[src/rtl/lcs_pkg.sv]
// Shared sizes, command codes and the packet that moves along the LCS cell chain.
package lcs_pkg;

	localparam int MAX_REF_LEN = 64;
	localparam int SYMBOL_BITS = 8;
	localparam int SYM_W       = 8;
	localparam int LEN_W       = $clog2(MAX_REF_LEN + 1);

	typedef logic [SYMBOL_BITS-1:0] sym_t;
	typedef logic [LEN_W-1:0]       len_t;

	typedef enum logic {
		CMD_LOAD  = 1'b0,
		CMD_QUERY = 1'b1
	} cmd_t;

	typedef struct packed {
		logic vld;
		cmd_t cmd;
		sym_t sym;
		logic start;
		logic taken;
		len_t left;
		len_t diag;
	} pkt_t;

endpackage

[src/rtl/lcs_cell.sv]
// One DP cell: holds a reference symbol and its row length, updates as packets pass.
module lcs_cell import lcs_pkg::*; (
	input  logic clk,
	input  logic arst_n,
	input  logic advance,
	input  pkt_t pkt_in,
	output pkt_t pkt_out
);

	sym_t ref_sym_q;
	logic ref_valid_q;
	len_t row_q;
	pkt_t pkt_q;

	pkt_t pkt_nxt;
	sym_t ref_sym_nxt;
	logic ref_valid_nxt;
	len_t row_nxt;
	len_t up;
	len_t best;

	always_comb begin
		pkt_nxt       = pkt_in;
		ref_sym_nxt   = ref_sym_q;
		ref_valid_nxt = ref_valid_q;
		row_nxt       = row_q;
		up            = pkt_in.start ? '0 : row_q;
		best          = (up >= pkt_in.left) ? up : pkt_in.left;
		if (pkt_in.vld) begin
			unique case (pkt_in.cmd)
				CMD_LOAD: begin
					if (pkt_in.start || !ref_valid_q) begin
						if (!pkt_in.taken) begin
							// first free slot takes the symbol
							ref_sym_nxt   = pkt_in.sym;
							ref_valid_nxt = 1'b1;
							row_nxt       = '0;
							pkt_nxt.taken = 1'b1;
						end else if (pkt_in.start) begin
							ref_valid_nxt = 1'b0;
							row_nxt       = '0;
						end
					end
				end
				CMD_QUERY: begin
					pkt_nxt.diag = up;
					if (ref_valid_q) begin
						if (ref_sym_q == pkt_in.sym) begin
							row_nxt = pkt_in.diag + len_t'(1);
						end else begin
							row_nxt = best;
						end
						pkt_nxt.left = row_nxt;
					end else begin
						row_nxt = up;
					end
				end
				default: begin
					pkt_nxt = pkt_in;
				end
			endcase
		end
	end

	always_ff @(posedge clk or negedge arst_n) begin
		if (!arst_n) begin
			ref_valid_q <= 1'b0;
			row_q       <= '0;
			pkt_q       <= '0;
		end else if (advance) begin
			ref_valid_q <= ref_valid_nxt;
			row_q       <= row_nxt;
			pkt_q       <= pkt_nxt;
		end
	end

	always_ff @(posedge clk) begin
		if (advance) begin
			ref_sym_q <= ref_sym_nxt;
		end
	end

	assign pkt_out = pkt_q;

endmodule

[config.mk]
export PLATFORM = sky130hd
export DESIGN_NAME = lcs_cell
export DESIGN_NICKNAME = d
export VERILOG_FILES = /design/src/rtl/lcs_pkg.sv /design/src/rtl/lcs_cell.sv
export SDC_FILE = /design/constraint.sdc
export NUM_CORES = 1
export LEC_CHECK = 0
export BUFFER_PORTS_ARGS = -buffer_cell sky130_fd_sc_hd__clkbuf_2
export CAP_MARGIN = 15
export CORE_ASPECT_RATIO = 0.9
export CORE_UTILIZATION = 40
export DETAILED_ROUTE_END_ITERATION = 6
export MAX_ROUTING_LAYER = met4
export SLEW_MARGIN = 10
export SYNTH_ARGS = -nofsm -noshare
export SYNTH_HDL_FRONTEND = slang
export SYNTH_SLANG_ARGS = --single-unit
[constraint.sdc]
create_clock -name clk -period 2.98 [get_ports clk]
set_input_delay 0.298 -clock clk [delete_from_list [all_inputs] [get_ports clk]]
set_output_delay 0.298 -clock clk [all_outputs]
set_load 0.05 [all_outputs]
Word level (Yosys, flattened, before mapping)
Index checks and enable logic that the tools add are counted.
{ "op_classes": {"addsub": 1, "n_lt_le_gt_ge": 1, "n_eq_ne": 3, "n_mux": 14, "bitwise_logic": 2, "n_reduce_logical": 5} }
{ "op_table": {"columns": ["op", "n"], "rows": [
  ["two-way mux 7 bit", 7],
  ["two-way mux 26 bit", 1],
  ["two-way mux 14 bit", 1],
  ["case mux 7 bit (2 select lines)", 1],
  ["AND reduction 5 bit", 2],
  ["== test 8 bit", 1],
  ["adder 7 x 1 -> 7 bit, second input constant", 1],
  ["greater-or-equal comparator 7 bit", 1],
  ["two-way mux 1 bit", 4],
  ["AND reduction 3 bit", 1],
  ["!= test 2 x 1 -> 1 bit, second input constant", 1],
  ["!= test 2 bit, second input constant", 1],
  ["inverter 1 bit", 2],
  ["zero test 1 bit", 1],
  ["logical OR 1 bit", 1]
]} }
{ "word_totals": {"ff_bits": 42, "in_bits": 29} }

Logic depth before layout (Yosys ltp)
Gate-level depths: netlist (run 1).
{ "depth": {"ltp_word": 7, "depth_mapped": 10, "depth_no_buf": 9} }

Worst setup path before layout (run 1)
Ideal clock, no wire load.
{ "synth_path": {"path_type": "input-to-reg", "start": "input port pkt_in[15] in the netlist's numbering", "end": "register pkt_q, in the netlist pkt_out[7]", "setup_ns": 0.076, "arrival_ns": 2.230, "t_required_ns": 2.904, "setup_slack_ns": 0.673, "path_stages": 9, "n_path_buf": 1, "cell_sequence": "clkbuf_1 -> nor2b_1 -> ha_1 -> nor4bb_1 -> a2111o_1 -> a22oi_2 -> a22oi_2 -> a221o_1 -> o21ai_1"} }
{ "synth_via": {"elab_chain_len": 7} }
{ "synth_lines": {"columns": ["element", "line_no", "rtl"], "rows": [
  ["start: declaration", "lcs_cell.sv:6", "input pkt_t pkt_in,"],
  ["two-way mux 7 bit (*)", null, null],
  ["greater-or-equal comparator 7 bit", "lcs_cell.sv:28", "best = (up >= pkt_in.left) ? up : pkt_in.left;"],
  ["two-way mux 7 bit (*)", "lcs_cell.sv:28", null],
  ["two-way mux 7 bit (*)", "lcs_cell.sv:48", "if (ref_sym_q == pkt_in.sym) begin"],
  ["two-way mux 7 bit (*)", "lcs_cell.sv:47", "if (ref_valid_q) begin"],
  ["two-way mux 14 bit (*)", "lcs_cell.sv:30", "unique case (pkt_in.cmd)"],
  ["two-way mux 26 bit (*)", "lcs_cell.sv:29", "if (pkt_in.vld) begin"],
  ["end signal: assignment", "lcs_cell.sv:73", "pkt_q <= pkt_nxt;"],
  ["end: declaration", "lcs_cell.sv:13", "pkt_t pkt_q;"]
]} }
Mark *: on every way between the ends. The rest lies on a longest branch, timed or not.
A chain may end at the register's enable or synchronous reset.

Worst setup path in the final report (run 1)
{ "layout_path": {"start": "register row_q[4]", "end": "register pkt_q, in the netlist pkt_out[9]"} }
{ "layout_via": {"elab_chain_len": 7} }
{ "layout_lines": {"columns": ["element", "line_no", "rtl"], "rows": [
  ["start: declaration", "lcs_cell.sv:12", "len_t row_q;"],
  ["start signal: assignment", "lcs_cell.sv:72", "row_q <= row_nxt;"],
  ["two-way mux 7 bit", null, null],
  ["greater-or-equal comparator 7 bit", "lcs_cell.sv:28", null],
  ["two-way mux 7 bit", "lcs_cell.sv:28", null],
  ["two-way mux 7 bit", "lcs_cell.sv:48", null],
  ["two-way mux 7 bit", "lcs_cell.sv:47", null],
  ["two-way mux 14 bit", "lcs_cell.sv:30", null],
  ["two-way mux 26 bit", "lcs_cell.sv:29", null]
]} }
No other way between the ends.

==> flow_summary.yaml, run 1 <==
final_layout:
  multi_input_area_um2: 1105
  register_area_um2: 1091
  syn_to_final_growth_pct: 19.49
  antenna_cells_inserted: 0
  nets: 316
  n_fill_cell: 494
  post-route-util_pct: 50.48
  final_cell_mix: "54 x clkbuf_2, 34 x dfrtp_1, 28 x a21oi_1, 18 x nor2_1, 15 x o21ai_0"
  layout_commonest_cell: "clkbuf_2"
  drive_above_1_share_pct: 28.87
timing:
  max_freq_mhz: 400.6
  fin_tns_setup_ns: 0
  slew_violations: 0
  rsz0062_at_grt: "false"
  fin_hold_ws_ns: 0.09586
  finalSetupViolCount: 0
  period_share_pct: 83.76
  slew_headroom_pct: 42.99
  post-route-min-period_ns: 2.496
  hold_violations: 0
  tightest_slew_ns: 0.8552
  finalClockSkew_ns: 0.007635
place:
  io_buffer_count: 54
  place.gp.congestion: 0.8884
  dp_hpwl_mm: 3.879
global_route:
  gr-usage-all-layers_pct: 19.95
  grt_overflow: 0
  grt_antenna_before_repair: 0
  grt_pass1_wl_mm: 8.618
  grt_max_degree: 35
  grt_pass1_vias: 1674
worst_setup_path:
  worst-endpoint-required_ns: 3.21
  path_max_fanout: 8
  endpoint: "pkt_out[9]$_DFFE_PN0P_"
  cp-startpoint: "row_q[4]$_DFFE_PN0P_"
  crit_type: "reg -> reg"
  r2r_slack_ns: 0.48
  startpoint_type: "flip-flop"
  worstPathArrival_ns: 2.73
  rr_endpoint: "pkt_out[9]$_DFFE_PN0P_"
  r2r_start: "row_q[4]$_DFFE_PN0P_"
  cp-end-kind: "flip-flop"
  rr_worst_depth: 8
run:
  maxCapViolations: 0
routing:
  dr.pass1.iters: 4
  wl_per_cell_um: 14.82
  drtIter0Drc: 115
  routed_wl_mm: 5.203
  drcViolationCount: 0
  vias: 1870
  routed_via_density: 5.328
  final_antenna_net_count: 0
yosys:
  ys_seq_area_share_pct: 48.28
  synth_nets: 261
  postSynth.asyncResetShare_pct: 80.95
  synth_seq_cells: 42
  synth.area.top_cells: "dfrtp_1 38%, edfxtp_1 11%, a21oi_1 6.2%, xnor2_1 5.0%, mux2_2 5.0%"
  postSynthAreaPerCell_um2: 9.911
  synth_cells: 228
  synth_top_area_share_pct: 37.65
  synth_ff_type: "dfrtp_1"
  synth_edf_count: 8
  syn-cell-area_um2: 2260
  yosysTopAreaCell: "dfrtp_1"
  synthDistinctLibCells: 40
  ys_warn_count: 0
outcome:
  status: "finished, final reports clean"
clock_network:
  cts-hold-fix-buffers: 0
  cts-root-buf: "clkbuf_8"
  cts_tree: "built"
  numCtsBuffers: 5
  clk_pin_slew_ns: 0.09
  clkSinkCount: 42
  htreeDepth: 2
  clk_path_buf_depth: 2
  clk_latency_ns: 0.30
  post-cts-setup-buffers: 0
  post_cts_resized: 0
floorplan:
  die_w_um: 81.23
  ios: 55
  fp.coreArea_um2: 5349
  rows: 25
  die_h_um: 73.31
  die-area_um2: 5954
  start_util_pct: 42.25
pwr:
  peakVddDrop_mv: 0.2878
  total_power_w: 0.001483
  leakage_nw: 1.184
  power_density_nw_per_um2: 549.4
worst_hold_path:
  min_path_type: "in -> async"
==> cell type report <==
| cell class | count | share of cell area [%] |
|---|---|---|
| Clock buffer | 5 | 2.549 |
| Clock inverter | 3 | 0.9268 |
| Inverter | 7 | 0.9731 |
| Multi-Input combinational cell | 169 | 40.92 |
| Sequential cell | 42 | 40.41 |
| Tap cell | 67 | 3.105 |
| Timing Repair Buffer | 58 | 11.12 |
==> stage by stage <==
step	cells	area (um^2)	setup WS [ns]
after floorplan	228	2260	0.6735
after global placement	343	2606	0.4331
after detailed placement	343	2606	0.4485
after CTS	351	2700	0.5273
after global routing	351	2700	0.3847
final	351	2700	0.4839
==> metal layers <==
layer / vias up / track usage [%] / routed length (um)
met5: - / - / 0
met3: 7 / 3.727 / 310
met1: 861 / 30.18 / 2641
met2: 59 / 27.08 / 2198
li1: 943 / - / -
met4: 0 / 5.357 / 52
==> kinds of logic (layout without fill, tap and decap cells) <==
kind of cell / after synthesis / after routing / synth area share [%]
AOI/OAI and AO/OA: 68 / 68 / 18.66
and+or+nand+nor: 68 / 68 / 15.45
DFF: 42 / 42 / 48.28
buffers and inverters: 17 / 73 / 2.824
xor gates and xnor gates: 15 / 15 / 5.814
muxes: 14 / 14 / 6.755
adders and majority gates: 4 / 4 / 2.215
==> sequential cells by signal, summed over array words and instances, names as in the netlist <==
signal       cells
pkt_out         26
row_q            7
ref_valid_q      1
ref_sym_q        8
==> how the worst min path moves through the flow <==
stage               startpoint                      end  slack (ns)  cells after the start
detailed placement      arst_n  pkt_out[22]$_DFFE_PN0P_        0.45                      1
global route            arst_n  pkt_out[18]$_DFFE_PN0P_        0.17                      1
CTS                     arst_n  pkt_out[18]$_DFFE_PN0P_        0.12                      1
global placement        arst_n  pkt_out[22]$_DFFE_PN0P_        0.46                      1
finish                  arst_n     row_q[5]$_DFFE_PN0P_         0.1                      1
floorplan               arst_n   pkt_out[0]$_DFFE_PN0P_       0.002                      0
==> worst max-delay path, stage by stage (launching register included) <==
cell	delay (ns)
dfrtp_1	0.35
nor2b_1	0.28
ha_1	0.30
nor4bb_1	0.15
a2111o_1	0.43
a22oi_2	0.21
a22oi_2	0.17
a221o_1	0.40
o21ai_1	0.14
==> report_power, final <==
part	leakage, nW	internal, W	total, W	switching, W
Combinational	0.657	0.000134	0.000419	0.000285
Sequential	0.482	0.000643	0.000685	0.0000423
Clock	0.0447	0.000169	0.000379	0.000210
Total	1.18	0.000947	0.00148	0.000537
==> Yosys cell counts (6+ instances only) <==
master	number
a21oi_1	28
clkbuf_1	6
dfrtp_1	34
edfxtp_1	8
inv_1	7
mux2_2	10
nand2_1	10
nand3_1	6
nor2_1	18
nor2b_1	9
nor3_1	7
o21ai_0	15
o31ai_1	6
xnor2_1	13
No activity file was read; power rests on OpenSTA's default activity.
==> inputs of run 2 (changes only) <==
PLACE_DENSITY = 0.65   (was default)
clock period = 2.12 ns   (was 2.98 ns; I/O delays follow)
==> flow_summary.yaml, run 2 (synthesized netlist as in run 1, its figures left out) <==
clock_network:
  numCtsBuffers: 5
  clk_path_buf_depth: 2
  cts_tree: "built"
  clk_pin_slew_ns: 0.09
  htreeDepth: 2
  clkSinkCount: 42
  cts-root-buf: "clkbuf_8"
  cts-hold-fix-buffers: 0
  clk_latency_ns: 0.29
timing:
  tightest_slew_ns: 0.8481
  slew_headroom_pct: 43.46
  max_freq_mhz: 460.6
  post-route-min-period_ns: 2.171
  finalSetupViolCount: 7
  setup_slack_ns: -0.05130
  hold_violations: 0
  rsz0062_at_grt: "true"
  slew_violations: 0
  finalClockSkew_ns: 0.006382
  fin_tns_setup_ns: -0.2069
  period_share_pct: 102.4
routing:
  routed_wl_mm: 5.290
  dr.pass1.iters: 4
  final_antenna_net_count: 0
  wl_per_cell_um: 14.78
  routed_via_density: 5.355
  vias: 1917
  drcViolationCount: 0
  drtIter0Drc: 134
worst_setup_path:
  cp-end-kind: "flip-flop"
  r2r_start: "row_q[4]$_DFFE_PN0P_"
  cp-startpoint: "row_q[4]$_DFFE_PN0P_"
  worst-endpoint-required_ns: 2.34
  crit_type: "reg -> reg"
  r2r_slack_ns: -0.05
  path_max_fanout: 8
  startpoint_type: "flip-flop"
  worstPathArrival_ns: 2.39
final_layout:
  largest_reg_flops: 26
  drive_above_1_share_pct: 31.27
  n_fill_cell: 484
  syn_to_final_growth_pct: 22.70
  final_cells: 358
  layout_commonest_cell: "clkbuf_2"
  fin_area_um2: 2773
  post-route-util_pct: 51.84
  antenna_cells_inserted: 0
  final_cell_mix: "54 x clkbuf_2, 34 x dfrtp_1, 28 x a21oi_1, 18 x nor2_1, 13 x xnor2_1"
  nets: 323
place:
  io_buffer_count: 54
  place.gp.congestion: 0.8593
  postPlaceCellArea_um2: 2671
  placed_cells: 349
  dp_hpwl_mm: 3.966
global_route:
  grt_pass1_wl_mm: 8.976
  grt_antenna_before_repair: 0
  grt_pass1_vias: 1815
  gr-usage-all-layers_pct: 20.68
  grt_max_degree: 35
  grt_overflow: 0
floorplan:
  fp.coreArea_um2: 5349
  start_util_pct: 42.25
  die-area_um2: 5954
  rows: 25
  ios: 55
  die_w_um: 81.23
  die_h_um: 73.31
pwr:
  total_power_w: 0.002112
  peakVddDrop_mv: 0.4813
  power_density_nw_per_um2: 761.7
  leakage_nw: 1.219
outcome:
  status: "complete, but fails checks"
  violations: "negative setup slack"
run:
  maxCapViolations: 0
worst_hold_path:
  min_path_type: "in -> async"
==> run 2: layout make-up <==
class | count | area [um^2] | share of cell area (%)
clock buffers | 5 | 68.82 | 2.482
clock inverters | 3 | 25.02 | 0.9025
inverters | 7 | 26.28 | 0.9477
multi-input cells | 169 | 1125 | 40.57
flip-flops and latches | 42 | 1091 | 39.35
well taps | 67 | 83.83 | 3.023
repair buffers | 65 | 352.8 | 12.73
==> run 2: through the flow <==
| step | setup WS (ns) | hold slack, ns |
|---|---|---|
| 2_1_floorplan | 0.01598 | -0.08359 |
| 4_1_cts | -0.05797 | 0.04387 |
| 5_1_grt | -0.1763 | 0.09066 |
| 3_5_place_dp | -0.1127 | 0.3747 |
| 3_3_place_gp | -0.02566 | 0.3626 |
| 6_report | -0.05130 | 0.01118 |
==> run 2: critical path, stage by stage, from the launching register on <==
cell and delay (ns):
dfrtp_1 0.38, nor2b_4 0.13, ha_4 0.21, nor4bb_1 0.13, a2111o_1 0.37, a22oi_2 0.22
a22oi_2 0.17, a221o_1 0.35, o21ai_1 0.13
==> run 2: final timing paths <==
path | cells after the start | endpoint
worst max-delay path | 8 | row_q[0]$_DFFE_PN0P_
worst min register to register | 2 | row_q[6]$_DFFE_PN0P_
worst min-delay path | 1 | pkt_out[20]$_DFFE_PN0P_
worst max register to register | 8 | row_q[0]$_DFFE_PN0P_
min in group clk | 1 | ref_sym_q[0]$_DFFE_PP_
max in group asynchronous | 1 | row_q[5]$_DFFE_PN0P_
==> run 2: layer usage <==
layer  part of all wire (%)  up-vias  global-route usage (%)
li1                       -      953                       -
met1                     51      904                   30.77
met2                     43       54                   28.57
met3                    5.3        6                   3.602
met4                    1.1        0                   5.952
met5                      0        -                       -
==> run 2: where the power goes <==
| group | total [W] | leakage, nW | switching, W | internal, W |
|---|---|---|---|---|
| combinational | 0.000616 | 0.693 | 0.000408 | 0.000208 |
| sequential | 0.000964 | 0.482 | 0.0000597 | 0.000904 |
| clock | 0.000532 | 0.0447 | 0.000294 | 0.000238 |
| total | 0.00211 | 1.22 | 0.000762 | 0.00135 |
==> run 2: what timing repair did <==
item | 4_1_cts | 5_1_grt
gates resized for setup | 4 | 0
pin swaps | 7 | 1
setup buffers | 1 | 0
setup endpoints to repair | 12 | 12
